### config.mk
export PLATFORM = sky130hd
export DESIGN_NAME = shelf_packing_placer
export DESIGN_NICKNAME = d
export VERILOG_FILES = /design/src/hdl/spp_pkg.sv /design/src/hdl/shelf_packing_placer.sv
export VERILOG_INCLUDE_DIRS = /design/src /design/src/hdl
export SDC_FILE = /design/constraint.sdc
export NUM_CORES = 1
export LEC_CHECK = 0
export BUFFER_PORTS_ARGS = -buffer_cell sky130_fd_sc_hd__buf_4
export CAP_MARGIN = 25
export CORE_ASPECT_RATIO = 0.75
export CORE_MARGIN = 3
export CORE_UTILIZATION = 45
export DETAILED_ROUTE_END_ITERATION = 8
export PLACE_DENSITY = 0.64
export RECOVER_POWER = 100
export SLEW_MARGIN = 30
export SYNTH_ARGS = -nofsm -noshare
export SYNTH_HDL_FRONTEND = slang
export SYNTH_SLANG_ARGS = --single-unit
### constraint.sdc
create_clock -name clk -period 13.5 [get_ports clk]
set_input_delay 2.7 -clock clk [delete_from_list [all_inputs] [get_ports clk]]
set_output_delay 2.7 -clock clk [all_outputs]
set_load 0.01 [all_outputs]
### src/hdl/shelf_packing_placer_macros.svh
`ifndef SHELF_PACKING_PLACER_MACROS_SVH
`define SHELF_PACKING_PLACER_MACROS_SVH

// Checks sampled on clk, off while rst_n is low.
`define SPP_ASSERT_IMP(label, ante, cons, msg) \
    label: assert property (@(posedge clk) disable iff (!rst_n) (ante) |-> (cons)) \
        else $error(msg);

`define SPP_ASSERT_NEXT(label, ante, cons, msg) \
    label: assert property (@(posedge clk) disable iff (!rst_n) (ante) |=> (cons)) \
        else $error(msg);

`endif

### src/hdl/spp_pkg.sv
`default_nettype none

package spp_pkg;

    localparam int PIECE_W     = 12;
    localparam int OUT_COORD_W = 16;
    localparam int CFG_DATA_W  = 16;
    localparam int CFG_IDX_W   = 2;
    localparam int LEN_W       = 16;
    localparam int SPACE_W     = 8;

    typedef logic [CFG_IDX_W-1:0] cfg_idx_t;

    localparam cfg_idx_t CFG_STRIP_LENGTH = 2'd0;
    localparam cfg_idx_t CFG_EDGE_MARGIN  = 2'd1;
    localparam cfg_idx_t CFG_CUT_GAP      = 2'd2;

    localparam logic [LEN_W-1:0]   STRIP_LENGTH_RST = 16'd1000;
    localparam logic [SPACE_W-1:0] EDGE_MARGIN_RST  = 8'd6;
    localparam logic [SPACE_W-1:0] CUT_GAP_RST      = 8'd3;

endpackage

`default_nettype wire

### src/hdl/shelf_packing_placer.sv
// Shelf packing placer: next-fit level strip packing, one rectangle per item.
// Input channel in_valid/in_ready carries piece_width, piece_height, rotated
// and last_piece. Output channel out_valid/out_ready carries the position,
// placed and opened_shelf flags, the running layout height, the overflow flag
// and last_result. One result item per input item, in order.
// Path: an accepted item waits in the input register, then moves to the result
// register once the output is free. Throughput: one item per cycle unless the
// receiver stalls; the shelf state (cursor, base, tallest reach) is updated in
// the same cycle the result register is loaded, so the next item sees it at once.
// A stalled receiver holds the result register; one more item is taken into
// the input register, after which in_ready drops until the output drains.
// Configuration: cfg_write with cfg_index/cfg_data, only while idle. Any write
// to a known register restarts the layout from the edge margin.
// Reset: strip length 1000, edge margin 6, cut gap 3, layout state at the
// edge margin, both channel registers empty.
`default_nettype none

module shelf_packing_placer #(
    parameter int DIM_BITS   = 12,
    parameter int COORD_BITS = 16
) (
    input  wire logic                              clk,
    input  wire logic                              rst_n,
    input  wire logic                              cfg_write,
    input  wire spp_pkg::cfg_idx_t                 cfg_index,
    input  wire logic [spp_pkg::CFG_DATA_W-1:0]    cfg_data,
    input  wire logic                              in_valid,
    output logic                                   in_ready,
    input  wire logic [spp_pkg::PIECE_W-1:0]       piece_width,
    input  wire logic [spp_pkg::PIECE_W-1:0]       piece_height,
    input  wire logic                              rotated,
    input  wire logic                              last_piece,
    output logic                                   out_valid,
    input  wire logic                              out_ready,
    output logic [spp_pkg::OUT_COORD_W-1:0]        pos_along,
    output logic [spp_pkg::OUT_COORD_W-1:0]        pos_across,
    output logic                                   placed,
    output logic                                   opened_shelf,
    output logic [spp_pkg::OUT_COORD_W-1:0]        layout_height,
    output logic                                   height_overflow,
    output logic                                   last_result
);
    import spp_pkg::*;

    `include "shelf_packing_placer_macros.svh"

    localparam int DW = (DIM_BITS < PIECE_W) ? DIM_BITS : PIECE_W;
    localparam int AW = ((COORD_BITS > LEN_W) ? COORD_BITS : LEN_W) + 2;
    localparam logic [COORD_BITS-1:0] COORD_MAX = '1;

    typedef logic [COORD_BITS-1:0] coord_t;
    typedef logic [AW-1:0] wide_t;

    function automatic coord_t sat_coord(input wide_t v);
        coord_t r;
        r = (v > AW'(COORD_MAX)) ? COORD_MAX : v[COORD_BITS-1:0];
        return r;
    endfunction

    logic [LEN_W-1:0]   strip_length_reg;
    logic [SPACE_W-1:0] edge_margin_reg;
    logic [SPACE_W-1:0] cut_gap_reg;

    coord_t shelf_cursor_reg, shelf_cursor_next;
    coord_t shelf_base_reg, shelf_base_next;
    coord_t tallest_reach_reg, tallest_reach_next;

    logic          s1_valid_reg;
    logic [DW-1:0] s1_width_reg;
    logic [DW-1:0] s1_height_reg;
    logic          s1_rotated_reg;
    logic          s1_last_reg;

    logic   out_valid_reg;
    coord_t pos_along_reg, pos_along_next;
    coord_t pos_across_reg, pos_across_next;
    logic   placed_reg, placed_next;
    logic   opened_reg, opened_next;
    coord_t height_reg;
    logic   overflow_reg, overflow_next;
    logic   last_reg;

    logic          load;
    logic          cfg_hit;
    logic [SPACE_W-1:0] margin_new;
    logic [DW-1:0] along;
    logic [DW-1:0] across;
    wide_t         strip_eff;
    coord_t        margin_c;
    logic          fits_empty;
    logic          fits_cursor;
    logic          open_shelf;
    coord_t        cursor_eff;
    coord_t        base_eff;
    coord_t        top;

    assign load     = s1_valid_reg && (!out_valid_reg || out_ready);
    assign in_ready = !s1_valid_reg || load;
    assign cfg_hit  = cfg_write && (cfg_index == CFG_STRIP_LENGTH ||
                      cfg_index == CFG_EDGE_MARGIN || cfg_index == CFG_CUT_GAP);
    assign margin_new = (cfg_index == CFG_EDGE_MARGIN) ? cfg_data[SPACE_W-1:0]
                                                       : edge_margin_reg;

    always_comb
    begin
        along      = s1_rotated_reg ? s1_width_reg : s1_height_reg;
        across     = s1_rotated_reg ? s1_height_reg : s1_width_reg;
        strip_eff  = (AW'(strip_length_reg) < AW'(COORD_MAX)) ? AW'(strip_length_reg)
                                                              : AW'(COORD_MAX);
        margin_c   = COORD_BITS'(edge_margin_reg);
        fits_empty = (AW'(margin_c) + AW'(along) + AW'(edge_margin_reg)) <= strip_eff;
        fits_cursor = (AW'(shelf_cursor_reg) + AW'(along) + AW'(edge_margin_reg))
                      <= strip_eff;
        open_shelf = fits_empty && !fits_cursor;
        cursor_eff = open_shelf ? margin_c : shelf_cursor_reg;
        base_eff   = open_shelf ? sat_coord(AW'(tallest_reach_reg) + AW'(cut_gap_reg))
                                : shelf_base_reg;
        top        = sat_coord(AW'(base_eff) + AW'(across));

        shelf_cursor_next  = shelf_cursor_reg;
        shelf_base_next    = shelf_base_reg;
        tallest_reach_next = tallest_reach_reg;
        pos_along_next     = '0;
        pos_across_next    = '0;
        placed_next        = 1'b0;
        opened_next        = 1'b0;
        if (fits_empty)
        begin
            shelf_cursor_next  = sat_coord(AW'(cursor_eff) + AW'(along) + AW'(cut_gap_reg));
            shelf_base_next    = base_eff;
            tallest_reach_next = (top > tallest_reach_reg) ? top : tallest_reach_reg;
            pos_along_next     = cursor_eff;
            pos_across_next    = base_eff;
            placed_next        = 1'b1;
            opened_next        = open_shelf;
        end
        overflow_next = (tallest_reach_next == COORD_MAX) || (shelf_base_next == COORD_MAX);
    end

    always_ff @(posedge clk or negedge rst_n)
    begin
        if (!rst_n)
        begin
            strip_length_reg  <= STRIP_LENGTH_RST;
            edge_margin_reg   <= EDGE_MARGIN_RST;
            cut_gap_reg       <= CUT_GAP_RST;
            shelf_cursor_reg  <= COORD_BITS'(EDGE_MARGIN_RST);
            shelf_base_reg    <= COORD_BITS'(EDGE_MARGIN_RST);
            tallest_reach_reg <= COORD_BITS'(EDGE_MARGIN_RST);
            s1_valid_reg      <= 1'b0;
            out_valid_reg     <= 1'b0;
        end
        else
        begin
            if (cfg_hit)
            begin
                case (cfg_index)
                    CFG_STRIP_LENGTH: strip_length_reg <= cfg_data[LEN_W-1:0];
                    CFG_EDGE_MARGIN:  edge_margin_reg  <= cfg_data[SPACE_W-1:0];
                    CFG_CUT_GAP:      cut_gap_reg      <= cfg_data[SPACE_W-1:0];
                    default:          strip_length_reg <= strip_length_reg;
                endcase
                shelf_cursor_reg  <= COORD_BITS'(margin_new);
                shelf_base_reg    <= COORD_BITS'(margin_new);
                tallest_reach_reg <= COORD_BITS'(margin_new);
            end
            else if (load)
            begin
                if (s1_last_reg)
                begin
                    shelf_cursor_reg  <= margin_c;
                    shelf_base_reg    <= margin_c;
                    tallest_reach_reg <= margin_c;
                end
                else
                begin
                    shelf_cursor_reg  <= shelf_cursor_next;
                    shelf_base_reg    <= shelf_base_next;
                    tallest_reach_reg <= tallest_reach_next;
                end
            end

            if (in_ready)
                s1_valid_reg <= in_valid;
            if (load)
                out_valid_reg <= 1'b1;
            else if (out_ready)
                out_valid_reg <= 1'b0;
        end
    end

    always_ff @(posedge clk)
    begin
        if (in_valid && in_ready)
        begin
            s1_width_reg   <= piece_width[DW-1:0];
            s1_height_reg  <= piece_height[DW-1:0];
            s1_rotated_reg <= rotated;
            s1_last_reg    <= last_piece;
        end
        if (load)
        begin
            pos_along_reg  <= pos_along_next;
            pos_across_reg <= pos_across_next;
            placed_reg     <= placed_next;
            opened_reg     <= opened_next;
            height_reg     <= tallest_reach_next;
            overflow_reg   <= overflow_next;
            last_reg       <= s1_last_reg;
        end
    end

    assign out_valid       = out_valid_reg;
    assign pos_along       = OUT_COORD_W'(pos_along_reg);
    assign pos_across      = OUT_COORD_W'(pos_across_reg);
    assign placed          = placed_reg;
    assign opened_shelf    = opened_reg;
    assign layout_height   = OUT_COORD_W'(height_reg);
    assign height_overflow = overflow_reg;
    assign last_result     = last_reg;

    `SPP_ASSERT_IMP(a_reach_above_base, 1'b1, tallest_reach_reg >= shelf_base_reg, "tallest reach below shelf base")
    `SPP_ASSERT_NEXT(a_last_restarts, load && s1_last_reg && !cfg_hit, shelf_cursor_reg == shelf_base_reg && shelf_base_reg == tallest_reach_reg, "layout not restarted after last item")
    `SPP_ASSERT_IMP(a_stall_blocks_input, out_valid_reg && !out_ready && s1_valid_reg, !in_ready, "input taken while both stages are full")
    `SPP_ASSERT_NEXT(a_load_shows_output, load, out_valid_reg, "loaded result not presented")

endmodule

`default_nettype wire

==> metrics.md, run 1 <==
| Metric | Value |
|---|---|
| Result of the run | complete, but fails checks |
| Failing checks | capacitance limit, slew limit |
| Crit path largest cell delay | 0.52 ns |
| Worst path most repeated cell | o21ai_0 |
| Die X | 187 um |
| Clk buf depth | 2 |
| Worst-Skew Late Latency | 0.44 ns |
| I/O pin count | 103 |
| Crit path depth | 52 |
| Hold-fix buffers at CTS | 0 |
| Sequential area share after synthesis | 0.401 |
| Total power draw | 3.25 mW |
| CTS tree | yes |
| Post-CTS setup buffer count | 0 |
| Detailed Place HPWL | 25.5 mm |
| Die height | 141 um |
| Synth unique cells | 78 |
| Setup_tns | 0 ns |
| CTS Buf Count | 17 |
| Post-synthesis net count | 1296 |
| Leak pwr | 5.29 nW |
| Max Fclk | 0.0821 GHz |
| Initial Utilization | 0.468 |
| Total gr overflow | 0 |
| Placer Congestion | 0.972 |
| Worst min-delay path category | reg -> reg |
| FF-to-FF End | height_overflow |
| CP Data Required Time | 13.81 ns |
| Diode count | 0 |
| R2R Setup Slk | 1.31 ns |
| Final instance area | 12400 um^2 |
| Critical path capture point type | register |
| CP max stage cell | fa_1 |
| Initial antenna violation count | 0 |
| Via-to-Cell Ratio | 5.72 |
| Max Cap Violations | 5 |
| Startpoint types | register |
| Vias in the first global route | 8201 |
| PwrDens | 261 nW/um^2 |
| Clock Skew | 0.0141 ns |
| Layout area overhead | 13.1% |
| Reg2reg start | s1_rotated_reg |
| Htree depth | 4 |
| VDD IR-drop max | 0.000131 V |
| FF+latch count, synth | 160 |
| Final wirelength | 33.1 mm |
| Yosys warns | 0 |
| Setup violators final | 0 |
| Clock slew at reported path FFs | 0.06 ns |
| # nets final | 1392 |
| Port Buffers | 102 |
| Critical path type | reg -> reg |
| Cell Area, Synth | 11000 um^2 |
| R2R cell count | 52 |
| First-pass GRT wire length | 50.1 mm |
| Clock sink count | 160 |
| Pre-antenna DRT Iters | 5 |
| Area of placed instances | 12100 um^2 |
| Critical path's top delay family | compound AO/OA/AOI/OAI gates |
| Total track usage | 0.251 |
| Hold Fails Final Rpt | 0 |
| Core area | 23500 um^2 |
| Die area | 26400 um^2 |
| Post-Synthesis Cells | 1122 |
| Number of synthesized flops with an enable pin | 78 |
| CTS root buf | clkbuf_16 |
| Ratio of cells with drive above 1 in the final layout | 0.119 |
| DRC viols | 0 |
| Max-Slew Margin vs Limit | -1.23 |
| Crit path from | s1_rotated_reg |
| Synth async-reset ratio | 0.513 |
| Critical-path maximum fanout | 49 |
| Primary FF master, synth | edfxtp_1 |
| Post-synthesis area per instance | 9.80 um^2 |
| Worst slew pin tran | 3.34 ns |
| Routed Antenna Nets | 0 |
| RSZ-0062 raised after global routing | false |
| Pin count of the biggest net entering global routing | 57 |
| Total number of vias | 8907 |
| Setup crit end | height_overflow |
| Post-CTS Resized | 0 |
| Post-layout minimum cycle time | 12.19 ns |
| Tcrit/Tclk final | 0.903 |
| Critical Path AT | 12.50 ns |
| DRT iter0 DRCs | 1015 |
| Worst path bufs/invs | 4 |
| Slew Limit Fails | 184 |
| Wire per inst | 21.2 um |
| Rows | 48 |
-- metal layers --
metal / vias up / share of wire / track usage
met4: 0 / 0.0097 / 0.0529
met5: - / 0 / 0
met1: 4226 / 0.49 / 0.397
met3: 26 / 0.12 / 0.0951
met2: 429 / 0.37 / 0.317
li1: 4226 / - / -
-- how the worst min path moves through the flow --
stage	from	to	depth (start not counted)
floorplan	s1_last_reg	last_result	0
global route	shelf_base_reg[10]	shelf_base_reg[10]	2
finish	s1_valid_reg	out_valid	1
global placement	s1_valid_reg	out_valid	1
detailed placement	s1_valid_reg	out_valid	1
CTS	s1_valid_reg	out_valid	1
-- worst register-to-register path: cells and delay by family (launching register included) --
family,cells,cell delay [ns]
AO/OA/AOI/OAI,27,5.41
XOR/XNOR,1,0.20
adder cells (fa/ha/maj),6,2.12
buffers and inverters,4,1.19
flip-flops,1,0.32
multiplexers,2,0.78
AND/OR/NAND/NOR,12,2.06
-- logic make-up after synthesis --
kind of cell,Yosys count,share of synthesized area
and+or+nand+nor,332,0.140
AOI/OAI and AO/OA,297,0.175
DFF,160,0.401
adders and majority gates,125,0.157
buffers and inverters,110,0.0380
muxes,50,0.0510
xor gates and xnor gates,48,0.0382
-- metrics by stage --
step | utilization | hold WS, ns | instances | worst slack [ns]
global placement | 0.517 | 0.468 | 1524 | 2.11
global route | 0.530 | 0.514 | 1556 | 0.324
floorplan | - | 0.443 | 1122 | 2.23
CTS | 0.542 | 0.487 | 1556 | 1.67
finish | 0.530 | 0.481 | 1556 | 1.31
detailed placement | 0.517 | 0.474 | 1524 | 1.73
-- cells in the mapped netlist, drive strengths merged, types with 9 or more instances --
| cell | instances | area (um^2) |
|---|---|---|
| nand2 | 114 | 428 |
| ha | 104 | 1300 |
| nor2 | 96 | 363 |
| a21oi | 84 | 420 |
| edfxtp | 78 | 2340 |
| o21ai | 78 | 390 |
| inv | 74 | 278 |
| dfrtp | 66 | 1650 |
| mux2 | 42 | 480 |
| and2 | 33 | 206 |
| xnor2 | 33 | 289 |
| clkbuf | 28 | 105 |
| fa | 21 | 420 |
| a21o | 20 | 150 |
| a31oi | 20 | 146 |
| dfstp | 16 | 420 |
| nand3 | 15 | 75.1 |
| xor2 | 15 | 131 |
| nor3 | 13 | 70.1 |
| o21a | 13 | 98.9 |
| nand4 | 12 | 75.1 |
| a211oi | 10 | 75.1 |
| nand2b | 10 | 62.6 |
| nor2b | 10 | 62.6 |
| o21bai | 9 | 67.6 |
-- cell type report --
| class | instances | area [um^2] |
|---|---|---|
| clock inverters | 12 | 144 |
| inverters | 74 | 278 |
| repair buffers | 113 | 619 |
| fillers | 2165 | 11000 |
| clock buffers | 20 | 437 |
| multi-input cells | 852 | 6140 |
| flip-flops and latches | 160 | 4410 |
| well taps | 325 | 407 |
-- power breakdown --
group          switching, mW  leakage, nW  internal, mW
Clock                  0.202        0.275         0.289
Sequential             0.109         1.76         0.687
Combinational           1.20         3.26         0.760
-- layout by cell type (no fill, tap or decap), types with 19 or more instances in the layout --
master and count:
mux2_2 36, o21ai_0 73, dfrtp_1 66, nand2_1 114, ha_1 104, inv_1 73, a31oi_1 20, xnor2_1 33
fa_1 21, clkbuf_1 64, a21oi_1 84, clkbuf_4 27, nor2_1 94, and2_0 19, a21o_1 20, buf_4 25
edfxtp_1 78
(Power assumes the default switching activity.)
==> run 2: changes to the inputs <==
- BUFFER_PORTS_ARGS: -buffer_cell sky130_fd_sc_hd__buf_4 -> unset
- DONT_BUFFER_PORTS: unset -> 1
- PLACE_DENSITY: 0.64 -> 0.61
==> run 2 against run 1 <==
Critical path depth unchanged. Utilization down 2.2 points. Register-to-register slack worse by 0.10 ns. Clock-buffer cell count down 1. Largest power group unchanged. The flow still finishes with violations (capacitance limit, slew limit). Die area unchanged. Global-route usage down 0.26 points. Cell area down 4.2%. Clock skew down 0.0037 ns. Critical endpoint unchanged. Power down 0.16%. Worst setup slack worse by 0.10 ns. Non-clock buffer count down 101.
==> metrics.md, run 2 (same netlist as run 1, synthesis figures left out) <==
| Metric | Value |
|---|---|
| Worst min-delay path category | reg -> reg |
| Result of the run | complete, but fails checks |
| Die X | 187 um |
| Initial antenna violation count | 1 |
| Clk pwr share | 0.156 |
| CTS root buf | clkbuf_16 |
| Hold Fails Final Rpt | 0 |
| Slew Limit Fails | 96 |
| NetSw | 1.52 mW |
| Post-layout minimum cycle time | 12.29 ns |
| DRC viols | 0 |
| Hold-fix buffers at CTS | 0 |
| Area of placed instances | 11400 um^2 |
| RSZ-0062 raised after global routing | false |
| Core area | 23500 um^2 |
| Worst path most repeated cell | o21ai_0 |
| Gate power share | 0.589 |
| First-pass GRT wire length | 49.3 mm |
| Failing checks | capacitance limit, slew limit |
| Commonest cells after routing, fill and taps aside | nand2_1, ha_1, nor2_1 |
| Worst slew pin tran | 3.17 ns |
| Switching Fraction | 0.470 |
| Layout area overhead | 8.31% |
| Final std cells w/o fill | 1455 |
| Pin count of the biggest net entering global routing | 83 |
| Sequential Power Share | 0.255 |
| Diode count | 0 |
| Rows | 48 |
| CP Data Required Time | 13.82 ns |
| Clk buf depth | 2 |
| Setup violators final | 0 |
| Max-Slew Margin vs Limit | -1.11 |
| Final instance area | 11900 um^2 |
| Critical-path maximum fanout | 41 |
| Clock Skew | 0.0104 ns |
| Die height | 141 um |
| Dpl cells | 1423 |
| Commonest non-fill, non-tap cell in the layout | nand2_1 |
| Clock sink count | 160 |
| Final wirelength | 32.8 mm |
| I/O pin count | 103 |
| Detailed Place HPWL | 25.1 mm |
| Worst-Skew Late Latency | 0.44 ns |
| # nets final | 1291 |
| Total number of vias | 8573 |
| Pre-antenna DRT Iters | 5 |
| Via-to-Cell Ratio | 5.89 |
| Max Cap Violations | 3 |
| Tcrit/Tclk final | 0.910 |
| Critical Path AT | 12.61 ns |
| Fill cells | 2142 |
| Vias in the first global route | 7891 |
| CTS Buf Count | 17 |
| Die area | 26400 um^2 |
| Wire per inst | 22.5 um |
| Port Buffers | 0 |
| PwrDens | 272 nW/um^2 |
| Internal | 1.72 mW |
| Crit path largest cell delay | 0.51 ns |
| Post-layout util | 0.507 |
| Htree depth | 4 |
| Ratio of cells with drive above 1 in the final layout | 0.0920 |
| Total track usage | 0.248 |
| Pre-CTS setup slack | 1.53 ns |
| Placer Congestion | 0.975 |
| Clock slew at reported path FFs | 0.07 ns |
| Total gr overflow | 0 |
| Max Fclk | 0.0814 GHz |
| CP max stage cell | fa_1 |
| Routed Antenna Nets | 0 |
| Post-CTS setup buffer count | 0 |
| VDD IR-drop max | 0.000115 V |
| Setup_tns | 0 ns |
| Critical path capture point type | register |
| Critical path type | reg -> reg |
| DRT iter0 DRCs | 957 |
| Post-CTS Resized | 0 |
| Startpoint types | register |
| Final WS setup | 1.21 ns |
| Initial Utilization | 0.468 |
| CTS tree | yes |
| Leak pwr | 5.02 nW |
-- run 2: cell count changes in the layout (fill, tap and decap cells not counted), sizes merged --
cell / delta
clkbuf: -85
clkinv: -1
inv: +1
buf: -17
clkinvlp: +1
-- run 2: cell type report --
class	count	area [um^2]	share of cell area
clock buffers	19	433	0.0363
multi-input cells	852	6140	0.515
clock inverters	13	164	0.0138
well taps	325	407	0.0341
flip-flops and latches	160	4410	0.371
repair buffers	12	75.1	0.00630
inverters	74	278	0.0233
-- run 2: critical path: cells and delay by family, from the launching register on --
kind                     cells  cell delay (ns)
XOR/XNOR                     1             0.21
adder cells (fa/ha/maj)      6             2.12
buffers and inverters        3             0.80
AND/OR/NAND/NOR             12             2.11
multiplexers                 2             0.79
flip-flops                   1             0.33
AO/OA/AOI/OAI               28             5.77
-- run 2: final timing paths --
check	startpoint	end	slack, ns	cells past startpoint
min in group asynchronous	rst_n	strip_length_reg[13]	1.95	0
hold reg to reg	s1_valid_reg	out_valid	0.48	1
max in group asynchronous	rst_n	shelf_cursor_reg[1]	11.31	0
setup / recovery	s1_rotated_reg	height_overflow	1.21	52
setup reg to reg	s1_rotated_reg	height_overflow	1.21	52
hold / removal	s1_valid_reg	out_valid	0.48	1
-- run 2: metal layers --
layer  vias up  global-route usage  share of wire
met4         0              0.0521          0.010
met3        35               0.101           0.12
met5         -                   0              0
li1       4026                   -              -
met2       416               0.309           0.36
met1      4096               0.393           0.50
-- run 2: metrics by stage --
stage	power [mW]	hold slack [ns]
after global placement	2.69	0.462
after detailed placement	2.71	0.462
after CTS	3.23	0.477
after floorplan	2.19	0.443
after global routing	3.49	0.503
final	3.24	0.476
-- run 2: power groups by stage --
stage,Clock [mW],Combinational [mW],Sequential (mW)
3_5_place_dp,0,1.88,0.831
6_report,0.504,1.91,0.827
2_1_floorplan,0,1.41,0.784
5_1_grt,0.531,2.13,0.838
3_3_place_gp,0,1.86,0.832
4_1_cts,0.512,1.90,0.822
